## src/hw/rtl/rrqa_pkg.sv

```systemverilog
// Package for the round-robin quota arbiter: command codes, owner and
// agent-vector types, the input item struct and the lowest-set-bit search.
// No dependencies.
package rrqa_pkg;

    localparam int AGENT_SPAN = 64;
    localparam int OWNER_W    = 7;

    typedef logic [OWNER_W-1:0]    t_owner;
    typedef logic [AGENT_SPAN-1:0] t_agent_vec;

    localparam t_owner NO_OWNER = 7'd64;

    typedef enum logic [1:0] {
        CMD_LINK    = 2'd0,
        CMD_UNLINK  = 2'd1,
        CMD_TICK    = 2'd2,
        CMD_ACQUIRE = 2'd3
    } t_cmd;

    typedef enum logic {
        KIND_GLOBAL = 1'b0,
        KIND_THINK  = 1'b1
    } t_kind;

    typedef struct packed {
        t_cmd        cmd;
        logic [5:0]  agent;
        logic        is_bot;
        logic [1:0]  affinity;
        t_agent_vec  active_mask;
        logic [1:0]  frame_slot;
        t_kind       quota_kind;
        logic [31:0] level_time;
    } t_in_item;

    function automatic t_owner lowest_set(input t_agent_vec v);
        t_owner r;
        r = NO_OWNER;
        for (int i = AGENT_SPAN - 1; i >= 0; i--) begin
            if (v[i]) begin
                r = OWNER_W'(i);
            end
        end
        return r;
    endfunction

endpackage

```

## src/hw/rtl/rrqa_pick.sv

```systemverilog
// Round-robin pick: next eligible agent after the current owner, wrapping.
// Depends on rrqa_pkg.
module rrqa_pick (
    input  rrqa_pkg::t_agent_vec i_elig,
    input  rrqa_pkg::t_owner     i_owner,
    output rrqa_pkg::t_owner     o_owner
);
    import rrqa_pkg::*;

    t_agent_vec w_hi_mask;
    t_agent_vec w_lo_mask;
    t_owner     w_hi_pick;
    t_owner     w_lo_pick;

    genvar g;
    generate
        for (g = 0; g < AGENT_SPAN; g++) begin : g_mask
            assign w_hi_mask[g] = i_owner[OWNER_W-1] || (OWNER_W'(g) > i_owner);
            assign w_lo_mask[g] = !i_owner[OWNER_W-1] && (OWNER_W'(g) < i_owner);
        end
    endgenerate

    assign w_hi_pick = lowest_set(i_elig & w_hi_mask);
    assign w_lo_pick = lowest_set(i_elig & w_lo_mask);

    always_comb begin
        if (w_hi_pick != NO_OWNER) begin
            o_owner = w_hi_pick;
        end else if (w_lo_pick != NO_OWNER) begin
            o_owner = w_lo_pick;
        end else begin
            o_owner = i_owner;
        end
    end

endmodule

```

## src/hw/rtl/round_robin_quota_arbiter_unit.sv

```systemverilog
// Round-robin quota arbiter, top level: input register, agent table, quota
// owners and grant times, result register. Depends on rrqa_pkg, rrqa_pick.
//
// One item in, one result out, one item per cycle sustained while results
// are taken. A result is offered once its item has passed the input register
// and the result register; it can be taken at the following edge. The path
// between the two registers is set by the 64-agent rotating priority encoder
// that moves the global and the think owner on a frame tick. While a result
// waits to be taken, the block accepts one more item into its input register
// and then holds its input until the result is taken. Owner value 64 means
// no owner. Agents at or above MAX_AGENTS are ignored; only think slots
// reachable from a two-bit frame slot are stored.
module round_robin_quota_arbiter_unit #(
    parameter int MAX_AGENTS     = 64,
    parameter int AFFINITY_SLOTS = 4
) (
    input  logic         i_clk,
    input  logic         i_rst_n,
    input  logic         s_axis_tvalid,
    output logic         s_axis_tready,
    // tdata from bit 0: agent[5:0], is_bot, affinity[1:0], active_mask[63:0],
    // frame_slot[1:0], quota_kind, level_time[31:0], zero pad
    input  logic [111:0] s_axis_tdata,
    // tuser from bit 0: cmd[1:0]
    input  logic [1:0]   s_axis_tuser,
    output logic         m_axis_tvalid,
    input  logic         m_axis_tready,
    // tdata from bit 0: granted, global_owner[6:0], think_owner[6:0], zero pad
    output logic [15:0]  m_axis_tdata
);
    import rrqa_pkg::*;

    localparam int NA = (MAX_AGENTS < AGENT_SPAN) ? MAX_AGENTS : AGENT_SPAN;
    localparam int AW = $clog2(NA);
    localparam int NS = (AFFINITY_SLOTS < 4) ? AFFINITY_SLOTS : 4;
    localparam int SW = (NS > 1) ? $clog2(NS) : 1;
    localparam logic [2:0] NS3 = 3'(NS);
    localparam logic [OWNER_W-1:0] NA_OWN = OWNER_W'(NA);

    function automatic logic [SW-1:0] slot_reduce(input logic [1:0] f);
        logic [2:0] v;
        v = {1'b0, f};
        for (int k = 0; k < 3; k++) begin
            if (v >= NS3) begin
                v = v - NS3;
            end
        end
        return SW'(v);
    endfunction

    logic            r_iv;
    t_in_item        r_in;
    logic            r_ov;
    logic            r_out_granted;
    t_owner          r_out_go;
    t_owner          r_out_to;

    logic [NA-1:0]   r_present, n_present;
    logic [NA-1:0]   r_bot, n_bot;
    logic [1:0]      r_aff [NA];
    t_owner          r_gh, n_gh;
    t_owner          r_th [NS];
    t_owner          n_th [NS];
    logic            r_gv, n_gv;
    logic [31:0]     r_gt, n_gt;
    logic [NS-1:0]   r_tv, n_tv;
    logic [31:0]     r_tt [NS];
    logic [31:0]     n_tt [NS];
    logic [SW-1:0]   r_slot, n_slot;

    logic            w_adv;
    logic            w_ok;
    logic [AW-1:0]   w_idx;
    t_owner          w_agent_own;
    logic [SW-1:0]   w_tick_slot;
    t_agent_vec      w_gelig;
    t_agent_vec      w_telig;
    t_owner          w_g_next;
    t_owner          w_t_next;
    logic            n_granted;

    assign w_adv         = r_iv && (!r_ov || m_axis_tready);
    assign s_axis_tready = !r_iv || w_adv;
    assign m_axis_tvalid = r_ov;
    assign m_axis_tdata  = {1'b0, r_out_to, r_out_go, r_out_granted};

    assign w_agent_own = {1'b0, r_in.agent};
    assign w_ok        = w_agent_own < NA_OWN;
    assign w_idx       = r_in.agent[AW-1:0];
    assign w_tick_slot = slot_reduce(r_in.frame_slot);

    genvar g;
    generate
        for (g = 0; g < AGENT_SPAN; g++) begin : g_elig
            if (g < NA) begin : g_in
                assign w_gelig[g] = r_present[g] && r_in.active_mask[g];
                assign w_telig[g] = w_gelig[g] && r_bot[g]
                                    && (r_aff[g] == 2'(w_tick_slot));
            end else begin : g_out
                assign w_gelig[g] = 1'b0;
                assign w_telig[g] = 1'b0;
            end
        end
    endgenerate

    rrqa_pick u_pick_global (
        .i_elig  (w_gelig),
        .i_owner (r_gh),
        .o_owner (w_g_next)
    );

    rrqa_pick u_pick_think (
        .i_elig  (w_telig),
        .i_owner (r_th[w_tick_slot]),
        .o_owner (w_t_next)
    );

    always_comb begin
        n_present = r_present;
        n_bot     = r_bot;
        n_gh      = r_gh;
        n_th      = r_th;
        n_gv      = r_gv;
        n_gt      = r_gt;
        n_tv      = r_tv;
        n_tt      = r_tt;
        n_slot    = r_slot;
        n_granted = 1'b0;
        case (r_in.cmd)
            CMD_LINK: begin
                if (w_ok) begin
                    n_present[w_idx] = 1'b1;
                    n_bot[w_idx]     = r_in.is_bot;
                end
            end
            CMD_UNLINK: begin
                if (w_ok) begin
                    n_present[w_idx] = 1'b0;
                    n_bot[w_idx]     = 1'b0;
                    if (r_gh == w_agent_own) begin
                        n_gh = NO_OWNER;
                    end
                    for (int s = 0; s < NS; s++) begin
                        if (r_th[s] == w_agent_own) begin
                            n_th[s] = NO_OWNER;
                        end
                    end
                end
            end
            CMD_TICK: begin
                n_slot              = w_tick_slot;
                n_gh                = w_g_next;
                n_th[w_tick_slot]   = w_t_next;
            end
            CMD_ACQUIRE: begin
                if (w_ok) begin
                    if (r_in.quota_kind == KIND_GLOBAL) begin
                        if (r_gh == w_agent_own && !(r_gv && r_gt == r_in.level_time)) begin
                            n_granted = 1'b1;
                            n_gv      = 1'b1;
                            n_gt      = r_in.level_time;
                        end
                    end else begin
                        if (r_th[r_slot] == w_agent_own
                            && !(r_tv[r_slot] && r_tt[r_slot] == r_in.level_time)) begin
                            n_granted      = 1'b1;
                            n_tv[r_slot]   = 1'b1;
                            n_tt[r_slot]   = r_in.level_time;
                        end
                    end
                end
            end
            default: begin
            end
        endcase
    end

    always_ff @(posedge i_clk) begin
        if (!i_rst_n) begin
            r_iv      <= 1'b0;
            r_ov      <= 1'b0;
            r_present <= '0;
            r_bot     <= '0;
            r_gh      <= NO_OWNER;
            r_gv      <= 1'b0;
            r_tv      <= '0;
            r_slot    <= '0;
            for (int s = 0; s < NS; s++) begin
                r_th[s] <= NO_OWNER;
            end
        end else begin
            if (s_axis_tready) begin
                r_iv <= s_axis_tvalid;
            end
            if (w_adv) begin
                r_ov      <= 1'b1;
                r_present <= n_present;
                r_bot     <= n_bot;
                r_gh      <= n_gh;
                r_th      <= n_th;
                r_gv      <= n_gv;
                r_tv      <= n_tv;
                r_slot    <= n_slot;
            end else if (m_axis_tready) begin
                r_ov <= 1'b0;
            end
        end
    end

    always_ff @(posedge i_clk) begin
        if (s_axis_tvalid && s_axis_tready) begin
            r_in.cmd         <= t_cmd'(s_axis_tuser);
            r_in.agent       <= s_axis_tdata[5:0];
            r_in.is_bot      <= s_axis_tdata[6];
            r_in.affinity    <= s_axis_tdata[8:7];
            r_in.active_mask <= s_axis_tdata[72:9];
            r_in.frame_slot  <= s_axis_tdata[74:73];
            r_in.quota_kind  <= t_kind'(s_axis_tdata[75]);
            r_in.level_time  <= s_axis_tdata[107:76];
        end
        if (w_adv) begin
            r_gt          <= n_gt;
            r_tt          <= n_tt;
            r_out_granted <= n_granted;
            r_out_go      <= n_gh;
            r_out_to      <= n_th[n_slot];
            if (r_in.cmd == CMD_LINK && w_ok) begin
                r_aff[w_idx] <= r_in.affinity;
            end
        end
    end

    a_owner_range: assert property (@(posedge i_clk) disable iff (!i_rst_n)
        (r_gh != NO_OWNER) |-> (r_gh < NA_OWN))
        else $error("global owner outside agent range");

    a_link_sets: assert property (@(posedge i_clk) disable iff (!i_rst_n)
        (w_adv && r_in.cmd == CMD_LINK && w_ok) |=> r_present[$past(w_idx)])
        else $error("linked agent not present");

    a_unlink_clears: assert property (@(posedge i_clk) disable iff (!i_rst_n)
        (w_adv && r_in.cmd == CMD_UNLINK && w_ok) |=> (r_gh != $past(w_agent_own)))
        else $error("unlinked agent still owns global quota");

    a_grant_owner: assert property (@(posedge i_clk) disable iff (!i_rst_n)
        (w_adv && n_granted) |-> (r_in.cmd == CMD_ACQUIRE && w_ok))
        else $error("grant on a non-acquire item");

    a_reset_out: assert property (@(posedge i_clk)
        !i_rst_n |=> !m_axis_tvalid)
        else $error("result valid after reset");

endmodule

```

## config.mk

```make
export PLATFORM = sky130hd
export DESIGN_NAME = round_robin_quota_arbiter_unit
export DESIGN_NICKNAME = d
export VERILOG_FILES = /design/src/hw/rtl/rrqa_pkg.sv /design/src/hw/rtl/rrqa_pick.sv /design/src/hw/rtl/round_robin_quota_arbiter_unit.sv
export SDC_FILE = /design/constraint.sdc
export NUM_CORES = 1
export LEC_CHECK = 0
export ABC_CLOCK_PERIOD_IN_PS = 6900
export BUFFER_PORTS_ARGS = -buffer_cell sky130_fd_sc_hd__buf_4
export CAP_MARGIN = 5
export CELL_PAD_IN_SITES_DETAIL_PLACEMENT = 1
export CELL_PAD_IN_SITES_GLOBAL_PLACEMENT = 1
export CORE_ASPECT_RATIO = 1.4
export CORE_MARGIN = 2
export CORE_UTILIZATION = 52
export DETAILED_ROUTE_END_ITERATION = 12
export PLACE_DENSITY_LB_ADDON = 0.25
export SLEW_MARGIN = 15
export SYNTH_ARGS = -nofsm -noshare
export SYNTH_HDL_FRONTEND = slang
export SYNTH_SLANG_ARGS = --single-unit
export TNS_END_PERCENT = 1
```

## constraint.sdc

```tcl
create_clock -name i_clk -period 6.9 [get_ports i_clk]
set_clock_uncertainty 0.05 [all_clocks]
set_input_delay 0.345 -clock i_clk [delete_from_list [all_inputs] [get_ports i_clk]]
set_output_delay 0.345 -clock i_clk [all_outputs]
set_load 0.01 [all_outputs]
```

==> out/qor.yml <==
grt_pass1_wl_um: 208000
grt_pass1_vias: 31048
ctsHoldBuffers: 112
synth-seq-area-share: 0.492
max_freq_ghz: 0.175
synth_top_area_cell: "edfxtp_1"
drt-wirelength-per-cell_um: 33.4
grt_start_max_net_pins: 107
hpwl_um: 94800
yosysUniqueCellTypes: 106
clock_path_buffers: 3
syn-num-nets: 3349
setup_viol: 0
ioPinCount: 136
routed_wl_um: 142000
rsz0062_at_grt: "no"
numCtsBuffers: 55
coreArea_um2: 61600
synthMuxAreaShare: 0.0372
antenna_left: 0
peakVddDrop_uv: 238
die_area_um2: 64000
cp_max_fo: 8
post-route-period-util: 0.830
netlist.area_leader.share: 0.385
p_leak_nw: 12.4
antenna_found_initial: 1
cts.sinks: 585
drtIter0Drc: 4114
drc_errors: 0
nets: 3509
post-route-util: 0.600
critical_path_class: "reg2reg"
gp_congestion: 1.02
synth_common_cells: "edfxtp_1 (413), nor2_1 (385), nand2_1 (288), dfxtp_1 (172)"
synthXorXnorAreaFrac: 0.0620
grt_overflow: 0
status: "complete, no violations"
cts_tree: "done"
cp-start-kind: "register"
endpoint_kind: "register"
tightest_slew_ns: 1.40
slowest_delay_ns: 0.70
synth_area_leaders: "edfxtp_1 (38%), dfxtp_1 (11%), xnor2_1 (4.5%)"
yosys_warnings: 0
row_count: 108
async_flop_share: 0
post_cts_buffers: 0
synth_enable_flop_cells: 413
crit_slowest_cell: "dfxtp_1"
fp.dieW_um: 214
port_buffers: 130
fp.dieH_um: 299
yosysMostFrequentCell: "edfxtp_1"
critical_path.cell_chain: "buf_4 -> nand2_1 -> o32ai_1 -> o22ai_1 -> a2111oi_0 -> buf_4 -> nor4bb_1 -> nand4_1 -> nor4_1 -> nand2_1 -> o21ai_0 -> a21oi_1 -> a221oi_1"
synthCells: 3227
max_cap_viol_count: 0
cts-root-buf: "clkbuf_16"
initial_core_util: 0.523
final.min_clock_period_ns: 5.73
maxSlewViolCount: 0
cts_resized: 0
min_path_type: "in2reg"
path_clk_slew_ns: 0.08
ys.flop_type: "edfxtp_1"
tns_ns: 0
clkLatencyLatePin_ns: 0.67
relSlewSlack: 0.0415
synth_compound_area_frac: 0.191
grt_use_total: 0.434
synth_top_family_by_area: "compound AO/OA/AOI/OAI gates"
cts_htree_levels: 2
vias: 30505
synthSimpleGateAreaFrac: 0.187
fillers: 6613
drive_above_1_share: 0.113
drt-pass1-iter-count: 6
crit_required_ns: 7.40
syn_avg_cell_area_um2: 9.98
syn_to_final_growth_pct: 14.8
hold_viol: 0
via_per_inst: 7.16
synth_area_um2: 32200
powerDensity_nw_per_um2: 213
synthAdderAreaFrac: 0.00155
ys_ff_latch: 585
worstPathArrival_ns: 6.23
routing by layer:
| layer | part of all wire | global-route usage | up-vias |
|---|---|---|---|
| li1 | - | - | 12626 |
| met1 | 0.36 | 0.516 | 15071 |
| met2 | 0.47 | 0.716 | 2136 |
| met3 | 0.086 | 0.0739 | 670 |
| met4 | 0.087 | 0.314 | 2 |
| met5 | 0.000077 | 0 | - |
placed cells by master, fill, tap and decap left out, drive strengths merged, types with 19 or more instances in the layout:
cell | netlist | final
nor4 | 31 | 31
o21ai | 156 | 156
a22oi | 146 | 146
nand3 | 104 | 104
nor2 | 385 | 385
dlygate4sd3 | 0 | 112
nand4 | 60 | 60
edfxtp | 413 | 413
o22ai | 48 | 48
nor2b | 23 | 23
xnor2 | 167 | 167
dfxtp | 172 | 172
xor2 | 61 | 61
nand2b | 24 | 24
mux4 | 47 | 47
or3 | 22 | 22
a21oi | 167 | 167
clkbuf | 147 | 73
a211oi | 32 | 32
o211ai | 43 | 43
and2 | 54 | 54
a31oi | 54 | 54
and3 | 48 | 48
buf | 53 | 191
nand2 | 289 | 289
nor3 | 66 | 66
a21o | 27 | 27
o31ai | 19 | 19
inv | 28 | 31
worst paths after layout:
| check | start | to | slack [ns] | depth (start not counted) |
|---|---|---|---|---|
| setup / recovery | r_gh[0] | r_gh[2] | 1.17 | 13 |
| hold / removal | i_rst_n | r_gh[6] | 0.06 | 2 |
| setup reg to reg | r_gh[0] | r_gh[2] | 1.17 | 13 |
| hold reg to reg | r_bot[17] | r_bot[17] | 0.46 | 2 |
final cells by class:
type | count | area, um^2 | share of cell area
Clock inverter | 31 | 423 | 0.0114
Timing Repair Buffer | 303 | 2630 | 0.0711
Clock buffer | 73 | 1460 | 0.0396
Antenna cell | 1 | 2.50 | 0.0000677
Tap cell | 825 | 1030 | 0.0279
Inverter | 28 | 108 | 0.00291
Sequential cell | 585 | 15900 | 0.429
Multi-Input combinational cell | 2414 | 15500 | 0.418
cell families after synthesis:
family / Yosys count
muxes: 60
xor gates and xnor gates: 228
adders and majority gates: 4
AOI/OAI and AO/OA: 907
DFF: 585
and+or+nand+nor: 1214
buffers and inverters: 228
other: 1
power by group:
part           internal (W)  switching, W  leakage, nW
clock network       0.00181       0.00154        0.911
logic              0.000238      0.000389         6.27
registers           0.00381     0.0000930         5.19
metrics by stage:
step	setup slack, ns	hold WS (ns)	instances	power [W]	instance area [um^2]
finish	1.17	0.0554	4260	0.00789	37000
global route	0.879	0.0670	4259	0.00801	37000
CTS	1.30	0.0244	4256	0.00775	36900
detailed placement	1.32	0.414	4040	0.00451	33900
global placement	1.36	0.394	4040	0.00447	33900
floorplan	2.37	0.385	3227	0.00427	32200
worst max-delay path, delay by kind of cell, from the launching register on:
kind	cells	cell delay, ns
compound gates	6	2.27
buf+inv	2	0.50
flops	1	0.70
simple gates	5	2.08
Note: power is estimated with default switching activity, not from simulation.
